**src/rtl/core/ibl_pkg.sv**
```systemverilog
// Shared types and constants for the isochronous batch lifecycle tracker.
// Holds event codes, phase codes, the one-hot phase type and the cell control struct.
// No dependencies.
package ibl_pkg;

	// Tag list geometry
	localparam int LIST_DEPTH = 8;
	localparam int OCC_W      = $clog2(LIST_DEPTH + 1);
	localparam int TAG_W      = 32;
	localparam int MODE_W     = 3;
	localparam int PHASE_W    = 3;
	localparam int OCC_OUT_W  = 4;

	// Event codes
	localparam logic [MODE_W-1:0] MODE_ADD         = 3'd0;
	localparam logic [MODE_W-1:0] MODE_START       = 3'd1;
	localparam logic [MODE_W-1:0] MODE_QUEUE       = 3'd2;
	localparam logic [MODE_W-1:0] MODE_COMPLETE    = 3'd3;
	localparam logic [MODE_W-1:0] MODE_BEGIN_STOP  = 3'd4;
	localparam logic [MODE_W-1:0] MODE_FINISH_STOP = 3'd5;
	localparam logic [MODE_W-1:0] MODE_REMOVE      = 3'd6;

	// Encoded phase as shown on the result channel
	localparam logic [PHASE_W-1:0] PH_CODE_FREE     = 3'd0;
	localparam logic [PHASE_W-1:0] PH_CODE_ADDED    = 3'd1;
	localparam logic [PHASE_W-1:0] PH_CODE_RUNNING  = 3'd2;
	localparam logic [PHASE_W-1:0] PH_CODE_STOPPING = 3'd3;
	localparam logic [PHASE_W-1:0] PH_CODE_STOPPED  = 3'd4;

	// Stream phase, one-hot
	typedef enum logic [4:0] {
		PH_FREE     = 5'b00001,
		PH_ADDED    = 5'b00010,
		PH_RUNNING  = 5'b00100,
		PH_STOPPING = 5'b01000,
		PH_STOPPED  = 5'b10000
	} phase_t;

	// Control broadcast to every cell of the tag row
	typedef struct packed {
		logic             clear;
		logic             push;
		logic             pull;
		logic [TAG_W-1:0] tag_new;
		logic [TAG_W-1:0] key;
	} cell_ctrl_t;

	function automatic logic [PHASE_W-1:0] phase_code(input phase_t p);
		logic [PHASE_W-1:0] c;
		case (p)
			PH_FREE:     c = PH_CODE_FREE;
			PH_ADDED:    c = PH_CODE_ADDED;
			PH_RUNNING:  c = PH_CODE_RUNNING;
			PH_STOPPING: c = PH_CODE_STOPPING;
			PH_STOPPED:  c = PH_CODE_STOPPED;
			default:     c = PH_CODE_FREE;
		endcase
		return c;
	endfunction

endpackage

```
**src/rtl/core/ibl_if.sv**
```systemverilog
// Valid/ready channel interfaces for events in and results out.
// Depends on ibl_pkg for field widths.
interface ibl_ev_if;
	logic                        valid;
	logic                        ready;
	logic [ibl_pkg::MODE_W-1:0]  mode;
	logic [ibl_pkg::TAG_W-1:0]   tag_in;

	modport source (output valid, mode, tag_in, input ready);
	modport sink   (input valid, mode, tag_in, output ready);
endinterface

interface ibl_rsp_if;
	logic                          valid;
	logic                          ready;
	logic                          accepted;
	logic [ibl_pkg::TAG_W-1:0]     new_tag;
	logic [ibl_pkg::PHASE_W-1:0]   phase_now;
	logic [ibl_pkg::OCC_OUT_W-1:0] occupancy_now;

	modport source (output valid, accepted, new_tag, phase_now, occupancy_now, input ready);
	modport sink   (input valid, accepted, new_tag, phase_now, occupancy_now, output ready);
endinterface

```
**src/rtl/core/ibl_cell.sv**
```systemverilog
// One slot of the tag row: holds a tag, takes a pushed tag when it is the first
// empty slot, and takes its upper neighbor's tag when a completed tag lies at or below it.
// Depends on ibl_pkg.
module ibl_cell (
	input  logic                       clk,
	input  logic                       arst_n,
	input  ibl_pkg::cell_ctrl_t        ctrl,
	input  logic                       prev_busy,
	input  logic                       hit_in,
	input  logic [ibl_pkg::TAG_W-1:0]  next_entry,
	output logic                       hit_out,
	output logic [ibl_pkg::TAG_W-1:0]  entry
);

	logic [ibl_pkg::TAG_W-1:0] entry_q;
	logic                      empty;

	assign empty   = (entry_q == '0);
	// Pass on whether the key sits here or in a lower slot
	assign hit_out = hit_in | (entry_q == ctrl.key);
	assign entry   = entry_q;

	// Clear, append, or close the gap left by a completed tag
	always_ff @(posedge clk or negedge arst_n) begin
		if (!arst_n) begin
			entry_q <= '0;
		end else if (ctrl.clear) begin
			entry_q <= '0;
		end else if (ctrl.push && empty && prev_busy) begin
			entry_q <= ctrl.tag_new;
		end else if (ctrl.pull && hit_out) begin
			entry_q <= next_entry;
		end
	end

endmodule

```
**src/rtl/core/ibl_chain.sv**
```systemverilog
// Row of LIST_DEPTH tag cells linked to their neighbors.
// Reports whether the key was found and whether the row is full.
// Depends on ibl_pkg and ibl_cell.
module ibl_chain (
	input  logic                clk,
	input  logic                arst_n,
	input  ibl_pkg::cell_ctrl_t ctrl,
	output logic                found,
	output logic                full
);

	logic [ibl_pkg::TAG_W-1:0] ent [ibl_pkg::LIST_DEPTH+1];
	logic                      hit [ibl_pkg::LIST_DEPTH+1];
	logic                      busy [ibl_pkg::LIST_DEPTH+1];

	// Boundary values: nothing below the first cell, empty beyond the last
	assign hit[0]                    = 1'b0;
	assign busy[0]                   = 1'b1;
	assign ent[ibl_pkg::LIST_DEPTH]  = '0;

	for (genvar i = 0; i < ibl_pkg::LIST_DEPTH; i++) begin : g_cell
		logic [ibl_pkg::TAG_W-1:0] cell_entry;

		ibl_cell u_cell (
			.clk        (clk),
			.arst_n     (arst_n),
			.ctrl       (ctrl),
			.prev_busy  (busy[i]),
			.hit_in     (hit[i]),
			.next_entry (ent[i+1]),
			.hit_out    (hit[i+1]),
			.entry      (cell_entry)
		);

		assign ent[i]    = cell_entry;
		assign busy[i+1] = (cell_entry != '0);
	end

	assign found = hit[ibl_pkg::LIST_DEPTH] & (ctrl.key != '0) & (ent[0] != '0);
	assign full  = busy[ibl_pkg::LIST_DEPTH];

endmodule

```
**src/rtl/core/iso_batch_lifecycle_tracker.sv**
```systemverilog
// Isochronous stream lifecycle and in-flight batch tag tracker, top level.
// The result is registered and becomes valid in the cycle after the event transfer; one event per cycle
// is sustained while the result channel does not stall, with the compare and shift across the tag cell row.
// The result register accepts a new event while its result is taken the same cycle.
// Reset (arst_n low, asynchronous): phase free, tag counter zero, row empty, no result.
// Depends on ibl_pkg, ibl_if, ibl_chain.
module iso_batch_lifecycle_tracker (
	input  logic       clk,
	input  logic       arst_n,
	ibl_ev_if.sink     ev,
	ibl_rsp_if.source  rsp
);

	ibl_pkg::phase_t             phase_q, phase_d;
	logic [ibl_pkg::TAG_W-1:0]   next_tag_q, next_tag_d;
	logic [ibl_pkg::OCC_W-1:0]   occ_q, occ_d;
	logic                        ok;
	logic [ibl_pkg::TAG_W-1:0]   given;
	logic                        xfer;
	logic                        found;
	logic                        full;
	ibl_pkg::cell_ctrl_t         ctrl;

	logic                          rsp_vld_q;
	logic                          acc_q;
	logic [ibl_pkg::TAG_W-1:0]     new_tag_q;
	logic [ibl_pkg::PHASE_W-1:0]   phase_now_q;
	logic [ibl_pkg::OCC_OUT_W-1:0] occ_now_q;

	assign ev.ready = !rsp_vld_q || rsp.ready;
	assign xfer     = ev.valid && ev.ready;

	ibl_chain u_chain (
		.clk    (clk),
		.arst_n (arst_n),
		.ctrl   (ctrl),
		.found  (found),
		.full   (full)
	);

	// Decode the event against the current phase
	always_comb begin
		phase_d      = phase_q;
		next_tag_d   = next_tag_q;
		occ_d        = occ_q;
		ok           = 1'b0;
		given        = '0;
		ctrl.clear   = 1'b0;
		ctrl.push    = 1'b0;
		ctrl.pull    = 1'b0;
		ctrl.key     = ev.tag_in;
		ctrl.tag_new = (next_tag_q == '0) ? ibl_pkg::TAG_W'(1) : next_tag_q;
		case (ev.mode)
			ibl_pkg::MODE_ADD: begin
				if (phase_q == ibl_pkg::PH_FREE) begin
					ok         = 1'b1;
					phase_d    = ibl_pkg::PH_ADDED;
					next_tag_d = ibl_pkg::TAG_W'(1);
				end
			end
			ibl_pkg::MODE_START: begin
				if (phase_q == ibl_pkg::PH_ADDED || phase_q == ibl_pkg::PH_STOPPED) begin
					ok         = 1'b1;
					phase_d    = ibl_pkg::PH_RUNNING;
					occ_d      = '0;
					ctrl.clear = 1'b1;
				end
			end
			ibl_pkg::MODE_QUEUE: begin
				if (phase_q == ibl_pkg::PH_RUNNING && !full) begin
					ok         = 1'b1;
					given      = ctrl.tag_new;
					next_tag_d = ctrl.tag_new + ibl_pkg::TAG_W'(1);
					occ_d      = occ_q + ibl_pkg::OCC_W'(1);
					ctrl.push  = 1'b1;
				end
			end
			ibl_pkg::MODE_COMPLETE: begin
				if (phase_q == ibl_pkg::PH_RUNNING && found) begin
					ok        = 1'b1;
					occ_d     = occ_q - ibl_pkg::OCC_W'(1);
					ctrl.pull = 1'b1;
				end
			end
			ibl_pkg::MODE_BEGIN_STOP: begin
				if (phase_q == ibl_pkg::PH_RUNNING) begin
					ok      = 1'b1;
					phase_d = ibl_pkg::PH_STOPPING;
				end
			end
			ibl_pkg::MODE_FINISH_STOP: begin
				if (phase_q == ibl_pkg::PH_STOPPING) begin
					ok         = 1'b1;
					phase_d    = ibl_pkg::PH_STOPPED;
					occ_d      = '0;
					ctrl.clear = 1'b1;
				end
			end
			ibl_pkg::MODE_REMOVE: begin
				if (phase_q == ibl_pkg::PH_ADDED || phase_q == ibl_pkg::PH_STOPPED) begin
					ok         = 1'b1;
					phase_d    = ibl_pkg::PH_FREE;
					next_tag_d = '0;
					occ_d      = '0;
					ctrl.clear = 1'b1;
				end
			end
			default: begin
				ok = 1'b0;
			end
		endcase
		// Apply cell updates only on a transfer
		ctrl.clear = ctrl.clear & xfer;
		ctrl.push  = ctrl.push & xfer;
		ctrl.pull  = ctrl.pull & xfer;
	end

	// Advance stream state on each transfer
	always_ff @(posedge clk or negedge arst_n) begin
		if (!arst_n) begin
			phase_q    <= ibl_pkg::PH_FREE;
			next_tag_q <= '0;
			occ_q      <= '0;
		end else if (xfer) begin
			phase_q    <= phase_d;
			next_tag_q <= next_tag_d;
			occ_q      <= occ_d;
		end
	end

	// Hold the result until it is taken
	always_ff @(posedge clk or negedge arst_n) begin
		if (!arst_n) begin
			rsp_vld_q <= 1'b0;
		end else if (xfer) begin
			rsp_vld_q <= 1'b1;
		end else if (rsp.ready) begin
			rsp_vld_q <= 1'b0;
		end
	end

	always_ff @(posedge clk) begin
		if (xfer) begin
			acc_q       <= ok;
			new_tag_q   <= given;
			phase_now_q <= ibl_pkg::phase_code(phase_d);
			occ_now_q   <= ibl_pkg::OCC_OUT_W'(occ_d);
		end
	end

	assign rsp.valid         = rsp_vld_q;
	assign rsp.accepted      = acc_q;
	assign rsp.new_tag       = new_tag_q;
	assign rsp.phase_now     = phase_now_q;
	assign rsp.occupancy_now = occ_now_q;

endmodule

```
**src/flat_wrapper.sv**
```systemverilog
// flat-port wrapper written by rule: the top's interface ports become plain ports
module iso_batch_lifecycle_tracker_flat 
  (clk, arst_n, ev_valid, ev_mode, ev_tag_in, ev_ready, rsp_valid, rsp_accepted, rsp_new_tag, rsp_phase_now, rsp_occupancy_now, rsp_ready);
  ibl_ev_if ev_i ();
  ibl_rsp_if rsp_i ();
  input  logic clk;
  input  logic arst_n;
  input wire logic [$bits(ev_i.valid)-1:0] ev_valid;
  input wire logic [$bits(ev_i.mode)-1:0] ev_mode;
  input wire logic [$bits(ev_i.tag_in)-1:0] ev_tag_in;
  output wire logic [$bits(ev_i.ready)-1:0] ev_ready;
  output wire logic [$bits(rsp_i.valid)-1:0] rsp_valid;
  output wire logic [$bits(rsp_i.accepted)-1:0] rsp_accepted;
  output wire logic [$bits(rsp_i.new_tag)-1:0] rsp_new_tag;
  output wire logic [$bits(rsp_i.phase_now)-1:0] rsp_phase_now;
  output wire logic [$bits(rsp_i.occupancy_now)-1:0] rsp_occupancy_now;
  input wire logic [$bits(rsp_i.ready)-1:0] rsp_ready;
  assign ev_i.valid = ev_valid;
  assign ev_i.mode = ev_mode;
  assign ev_i.tag_in = ev_tag_in;
  assign ev_ready = ev_i.ready;
  assign rsp_valid = rsp_i.valid;
  assign rsp_accepted = rsp_i.accepted;
  assign rsp_new_tag = rsp_i.new_tag;
  assign rsp_phase_now = rsp_i.phase_now;
  assign rsp_occupancy_now = rsp_i.occupancy_now;
  assign rsp_i.ready = rsp_ready;
  iso_batch_lifecycle_tracker u_core (.clk(clk), .arst_n(arst_n), .ev(ev_i), .rsp(rsp_i));
endmodule
```
**config.mk**
```make
export PLATFORM = sky130hd
export DESIGN_NAME = iso_batch_lifecycle_tracker_flat
export DESIGN_NICKNAME = d
export VERILOG_FILES = /design/src/rtl/core/ibl_pkg.sv /design/src/rtl/core/ibl_if.sv /design/src/rtl/core/ibl_cell.sv /design/src/rtl/core/ibl_chain.sv /design/src/rtl/core/iso_batch_lifecycle_tracker.sv /design/src/flat_wrapper.sv
export SDC_FILE = /design/constraint.sdc
export NUM_CORES = 1
export LEC_CHECK = 0
export BUFFER_PORTS_ARGS = -buffer_cell sky130_fd_sc_hd__buf_2
export CORE_AREA = 10 10 225 281
export DETAILED_ROUTE_END_ITERATION = 16
export DIE_AREA = 0 0 235 291
export PLACE_DENSITY = 0.55
export SYNTH_ARGS = -nofsm -noshare
export SYNTH_HDL_FRONTEND = slang
export SYNTH_SLANG_ARGS = --single-unit
```
**constraint.sdc**
```tcl
create_clock -name clk -period 9.7 [get_ports clk]
set_input_delay 1.455 -clock clk [delete_from_list [all_inputs] [get_ports clk]]
set_output_delay 1.455 -clock clk [all_outputs]
set_load 0.01 [all_outputs]
```
==> impl_metrics.ini, run 1 <==
[status]
status = completed

[yosys]
synthesis.area_um2 = 20000
synth_edf_count = 40
syn_area_per_cell_um2 = 10.1
post-synth-top-area-cell = dfrtp_1
yosysTopAreaCellShare_pct = 37.2
async_reset_ff_share_pct = 88.2
ys.flop_type = dfrtp_1
synth_cell_types = 61
synthTopCellsByCount = dfrtp_1, nor2_1, mux2i_1, xor2_1, nand2_1
synth.net_count = 2032
seq_area_frac_synth_pct = 43.3
netlist_top_cells_area = dfrtp_1, mux2i_1, xor2_1
ys_seq_elements = 338
synthCells = 1990
yosysMostFrequentCell = dfrtp_1
ys_warn_count = 0

[die]
die_height_um = 291
coreArea_um2 = 57800
pin_count = 81
start_util_pct = 34.6
design.die.area_um2 = 68400
die_x_um = 235
rows = 99

[setup_path]
crit_fanout = 38
cp_common_cell = buf_4
crit_family = buffers and inverters
reg2reg_from = u_core.u_chain.g_cell[7].u_cell.entry[0]$_DFFE_PN0P_
crit_type = in2reg
crit_required_ns = 10.16
critPathLaunchType = input port
cp-end-kind = register
arrival_ns = 5.56
cpMaxStageDelayCell = a211o_1
critPathBufInv = 6
path_cells = buf_2 > nor2b_1 > nand2_1 > nor4_4 > buf_4 > and2_1 > buf_4 > o211ai_1 > buf_4 > inv_1 > a211o_1 > buf_4 > mux2_2
rr_endpoint = u_core.u_chain.g_cell[2].u_cell.entry[15]$_DFFE_PN0P_
rr_worst_depth = 12
cpPeakStageDelay_ns = 0.60
rrSetupSlack_ns = 5.10

[clock_network]
clock_path_buffers = 3
tritoncts = built
cts_setup_buffers = 0
postCtsHoldBufs = 0
cts-root-buf = clkbuf_16
h-tree-depth = 2
clock_latency_ns = 0.58
cts_made_buffers = 41
clkSinkCount = 338
clk_pin_slew_ns = 0.06
cts-resized-gates = 0

[sta]
hold_violations = 0
finalSetupViolations = 0
fin_crit_sh_pct = 52.6
whs_ns = 0.538
finClkSkew_ns = 0.0183
tightest_slew_ns = 1.16
setup_tns_ns = 0
slew_viol_final = 0
rsz0062_at_grt = no
fmax_ghz = 0.196
timing.final.ws_setup_ns = 4.60
fin_crit_ns = 5.10
relSlewSlack_pct = 22.1

[final_layout]
final_nets = 2014
final_cells = 2761
diodes = 0
layout-drive-gt1-share_pct = 14.9
syn2layout_area_growth_pct = 11.3
fillers = 5695

[run]
cap_violations = 0

[drt]
top_layer = met4
routed_wl_um = 69600
firstDrtPassIters = 8
first_iter_violations = 1542
route.detailed.drc = 0
detailroute.wirelength.met3_um = 3800
avgRoutedWirePerCell_um = 25.2
ant_nets = 0
wl_met2_um = 33200
via_per_inst = 5.76
vias = 15900
wl_met1_um = 28900

[global_route]
grt_pass1_wl_um = 105000
track_usage_pct = 19.7
overflow = 0
grt_max_degree = 94
grt_pass1_vias = 16200
antenna_found_initial = 0

[power]
p_leak_nw = 11.4
irDropWorstVdd_uv = 132
power_mw = 3.41
power_density_nw_per_um2 = 153

[placed_design]
gp_congestion = 0.987
dp_hpwl_um = 50900
dpl_worst_slack_ns = 4.05
numPortBuffers = 80
placedCellCount = 2686

[hold_path]
holdPathEnd = u_core.phase_q[0]$_DFFE_PN1P_
hold_depth = 2
min_path_type = reg2reg
hp-start = u_core.phase_q[0]$_DFFE_PN1P_
state kept, by name, summed over array words and instances, names as in the netlist:
register	cells
u_core.next_tag_q	32
u_core.u_chain.g_cell.u_cell.entry	256
u_core.rsp.valid	1
u_core.rsp.new_tag	32
u_core.occ_q	4
u_core.rsp.occupancy_now	4
u_core.phase_q	5
u_core.rsp.accepted	1
u_core.rsp.phase_now	3
cell usage in the layout (no fill, tap or decap), types with 40 or more instances in the layout:
| cell type | Yosys | layout |
|---|---|---|
| dfrtp_1 | 297 | 297 |
| clkbuf_16 | 0 | 43 |
| xor2_1 | 160 | 160 |
| buf_2 | 55 | 79 |
| nand2_1 | 138 | 137 |
| o21ai_0 | 87 | 87 |
| a22o_1 | 66 | 66 |
| nand4_1 | 57 | 57 |
| xnor2_1 | 100 | 100 |
| edfxtp_1 | 40 | 40 |
| nor2_1 | 172 | 170 |
| nor4_1 | 136 | 134 |
| mux2i_1 | 160 | 160 |
| a21oi_1 | 74 | 73 |
| mux2_2 | 72 | 72 |
cell families after synthesis:
family | synth area share [%]
xor+xnor | 11.4
buf+inv | 3.80
fa+ha+maj | 0.188
compound gates | 10.1
flops | 43.3
mux | 15.8
simple gates | 15.4
worst max path at each step:
stage	start	end	cells after the start
after global routing	ev_mode[1]	u_core.u_chain.g_cell[2].u_cell.entry[14]$_DFFE_PN0P_	13
after global placement	rsp_ready	u_core.u_chain.g_cell[2].u_cell.entry[2]$_DFFE_PN0P_	13
after detailed placement	rsp_ready	u_core.u_chain.g_cell[2].u_cell.entry[5]$_DFFE_PN0P_	13
final	ev_mode[1]	u_core.u_chain.g_cell[2].u_cell.entry[15]$_DFFE_PN0P_	13
after CTS	rsp_ready	u_core.u_chain.g_cell[2].u_cell.entry[14]$_DFFE_PN0P_	13
after floorplan	rsp_ready	u_core.occ_q[3]$_DFFE_PN0P_	7
layer usage:
layer  vias up  track usage, %
met5         -               0
li1       7102               -
met2       649            32.7
met1      7958            24.5
met4         0            9.86
met3       198            2.91
worst register-to-register path, delay by kind of cell (launching register included):
| family | cells | cell delay (ns) |
|---|---|---|
| muxes | 1 | 0.38 |
| buffers and inverters | 5 | 1.53 |
| DFF | 1 | 0.50 |
| AOI/OAI and AO/OA | 2 | 0.75 |
| and+or+nand+nor | 4 | 1.34 |
stage by stage:
| step | instance area [um^2] | utilization [%] |
|---|---|---|
| finish | 22300 | 38.5 |
| global route | 22300 | 38.5 |
| CTS | 22300 | 38.5 |
| detailed placement | 20900 | 36.2 |
| global placement | 20900 | 36.2 |
| floorplan | 20000 | - |
area by class of cell:
class	count	area [um^2]	area share, %
Clock inverter	23	208	0.933
Sequential cell	338	8660	38.9
Clock buffer	52	1140	5.12
Multi-Input combinational cell	1476	10700	47.9
Tap cell	757	947	4.25
Timing Repair Buffer	107	613	2.75
Inverter	8	30.0	0.135
power breakdown:
group / internal, mW / total, mW / switching (mW)
logic: 0.108 / 0.346 / 0.238
registers: 1.47 / 1.51 / 0.0441
clock network: 0.916 / 1.56 / 0.642
Power figures use the tool's default switching activity.
==> inputs of run 2 (changes only) <==
- PLACE_DENSITY: 0.55 -> 0.57
- clock period: 9.7 -> 4.5 ns (I/O delays scaled with it)
==> run 2 against run 1 <==
Register-to-register slack got worse by 4.2 ns. Clock-buffer cell count rose by 7. Cell area rose by 2.1%. Cell count rose by 1.8%. Highest routed layer unchanged. Critical path type is now reg2reg. Die area did not move. Total power rose by 120%. Clock power rose by 130%.
==> impl_metrics.ini, run 2 (same netlist as run 1, synthesis figures left out) <==
[status]
status = completed

[sta]
slew_viol_final = 0
fmax_ghz = 0.274
finalSetupViolations = 0
timing.final.ws_setup_ns = 0.854
rsz0062_at_grt = no
hold_violations = 0
finClkSkew_ns = 0.0222
fin_crit_ns = 3.65
setup_tns_ns = 0
tightest_slew_ns = 1.04
relSlewSlack_pct = 30.4
fin_crit_sh_pct = 81.0

[setup_path]
arrival_ns = 4.09
cp-end-kind = register
cp_common_cell = nand4_1
cpMaxStageDelayCell = nor3_1
crit_fanout = 4
cpPeakStageDelay_ns = 0.42
critPathLaunchType = register
crit_start = u_core.next_tag_q[21]$_DFFE_PN0P_
crit_required_ns = 4.94
reg2reg_from = u_core.next_tag_q[21]$_DFFE_PN0P_
path_cells = nor4_1 > nand4_1 > o21bai_1 > ha_1 > and3_1 > nand4_1 > buf_4 > nor4_1 > nand4_1 > nor3_1 > a31oi_1 > o21ai_0 > o31ai_1
critPathBufInv = 1
crit_type = reg2reg
crit_family = simple AND/OR/NAND/NOR gates

[die]
die_x_um = 235
die_height_um = 291
rows = 99
coreArea_um2 = 57800
design.die.area_um2 = 68400
pin_count = 81
start_util_pct = 34.6

[clock_network]
clock_path_buffers = 3
cts_setup_buffers = 0
h-tree-depth = 2
clk_pin_slew_ns = 0.06
postCtsHoldBufs = 0
cts-root-buf = clkbuf_16
clkSinkCount = 338
cts_made_buffers = 40
tritoncts = built
cts-resized-gates = 0
clock_latency_ns = 0.57

[drt]
ant_nets = 0
first_iter_violations = 1448
route.detailed.drc = 0
firstDrtPassIters = 7
avgRoutedWirePerCell_um = 25.2
via_per_inst = 5.74
routed_wl_um = 70900
vias = 16100

[power]
irDropWorstVdd_uv = 286
p_leak_nw = 11.7
clockPowerShare_pct = 46.6
p_comb_share_pct = 10.7
p_seq_share_pct = 42.7
power_density_nw_per_um2 = 333
switchingPower_mw = 2.00
power.internal_mw = 5.57
switching_share_pct = 26.4

[placed_design]
placedCellCount = 2736
dp_hpwl_um = 52300
dpl_worst_slack_ns = 0.538
gp_congestion = 0.983
postPlaceCellArea_um2 = 21300
numPortBuffers = 80

[final_layout]
final_cells = 2810
fin_util_pct = 39.3
diodes = 0
layout-drive-gt1-share_pct = 16.7
syn2layout_area_growth_pct = 13.7
final_nets = 2063
stdcell_area_um2 = 22700
mostFrequentLayoutCell = dfrtp_1
final_cell_mix = dfrtp_1, nor2_1, xor2_1, mux2i_1, nand2_1
largest_reg_flops = 256

[global_route]
track_usage_pct = 19.9
grt_max_degree = 119
grt_pass1_wl_um = 107000
antenna_found_initial = 0
grt_pass1_vias = 16300
overflow = 0

[run]
cap_violations = 0

[hold_path]
min_path_type = in2async
-- run 2: cell types whose count changed in the layout (fill, tap and decap cells not counted), sizes merged --
cell | previous run | this run
inv | 11 | 10
clkinv | 14 | 6
bufinv | 3 | 6
clkbuf | 52 | 59
clkinvlp | 3 | 1
buf | 107 | 157
-- run 2: power by group through the flow --
stage / Combinational, mW / Clock, mW / Sequential [mW]
detailed placement: 0.803 / 0 / 3.28
CTS: 0.805 / 3.57 / 3.23
global route: 0.872 / 3.70 / 3.24
floorplan: 0.479 / 0 / 3.27
finish: 0.812 / 3.52 / 3.23
global placement: 0.794 / 0 / 3.28
-- run 2: path summary, 6_finish.rpt --
check | to | slack (ns) | depth (start not counted)
setup / recovery | u_core.next_tag_q[30]$_DFFE_PN0P_ | 0.85 | 13
hold / removal | u_core.next_tag_q[5]$_DFFE_PN0P_ | 0.22 | 1
setup reg to reg | u_core.next_tag_q[30]$_DFFE_PN0P_ | 0.85 | 13
hold reg to reg | u_core.phase_q[0]$_DFFE_PN1P_ | 0.53 | 2
max in group asynchronous | u_core.u_chain.g_cell[5].u_cell.entry[19]$_DFFE_PN0P_ | 3.19 | 2
min in group clk | u_core.rsp.valid$_DFFE_PN0P_ | 0.31 | 2
-- run 2: layout make-up --
type,count,area [um^2]
fill,5698,35100
tap,757,947
sequential,338,8660
timing repair buffer,157,1040
inverter,8,30.0
multi-input combinational,1476,10700
clock buffer,59,1160
clock inverter,15,239
-- run 2: metal layers --
layer  track usage, %  vias up  part of all wire, %  routed length [um]
met5                0        -                    0                   0
met3             2.99      171                  4.9                3500
met1             24.7     8132                   42               29500
li1                 -     7191                    -                   -
met2             33.6      638                   49               34500
met4             9.23        0                  4.8                3380
-- run 2: stage by stage --
step                      hold WS, ns  power [mW]
after floorplan                 0.379        3.75
after global placement          0.509        4.08
after detailed placement        0.515        4.09
after CTS                       0.273        7.61
after global routing            0.290        7.81
final                           0.217        7.57
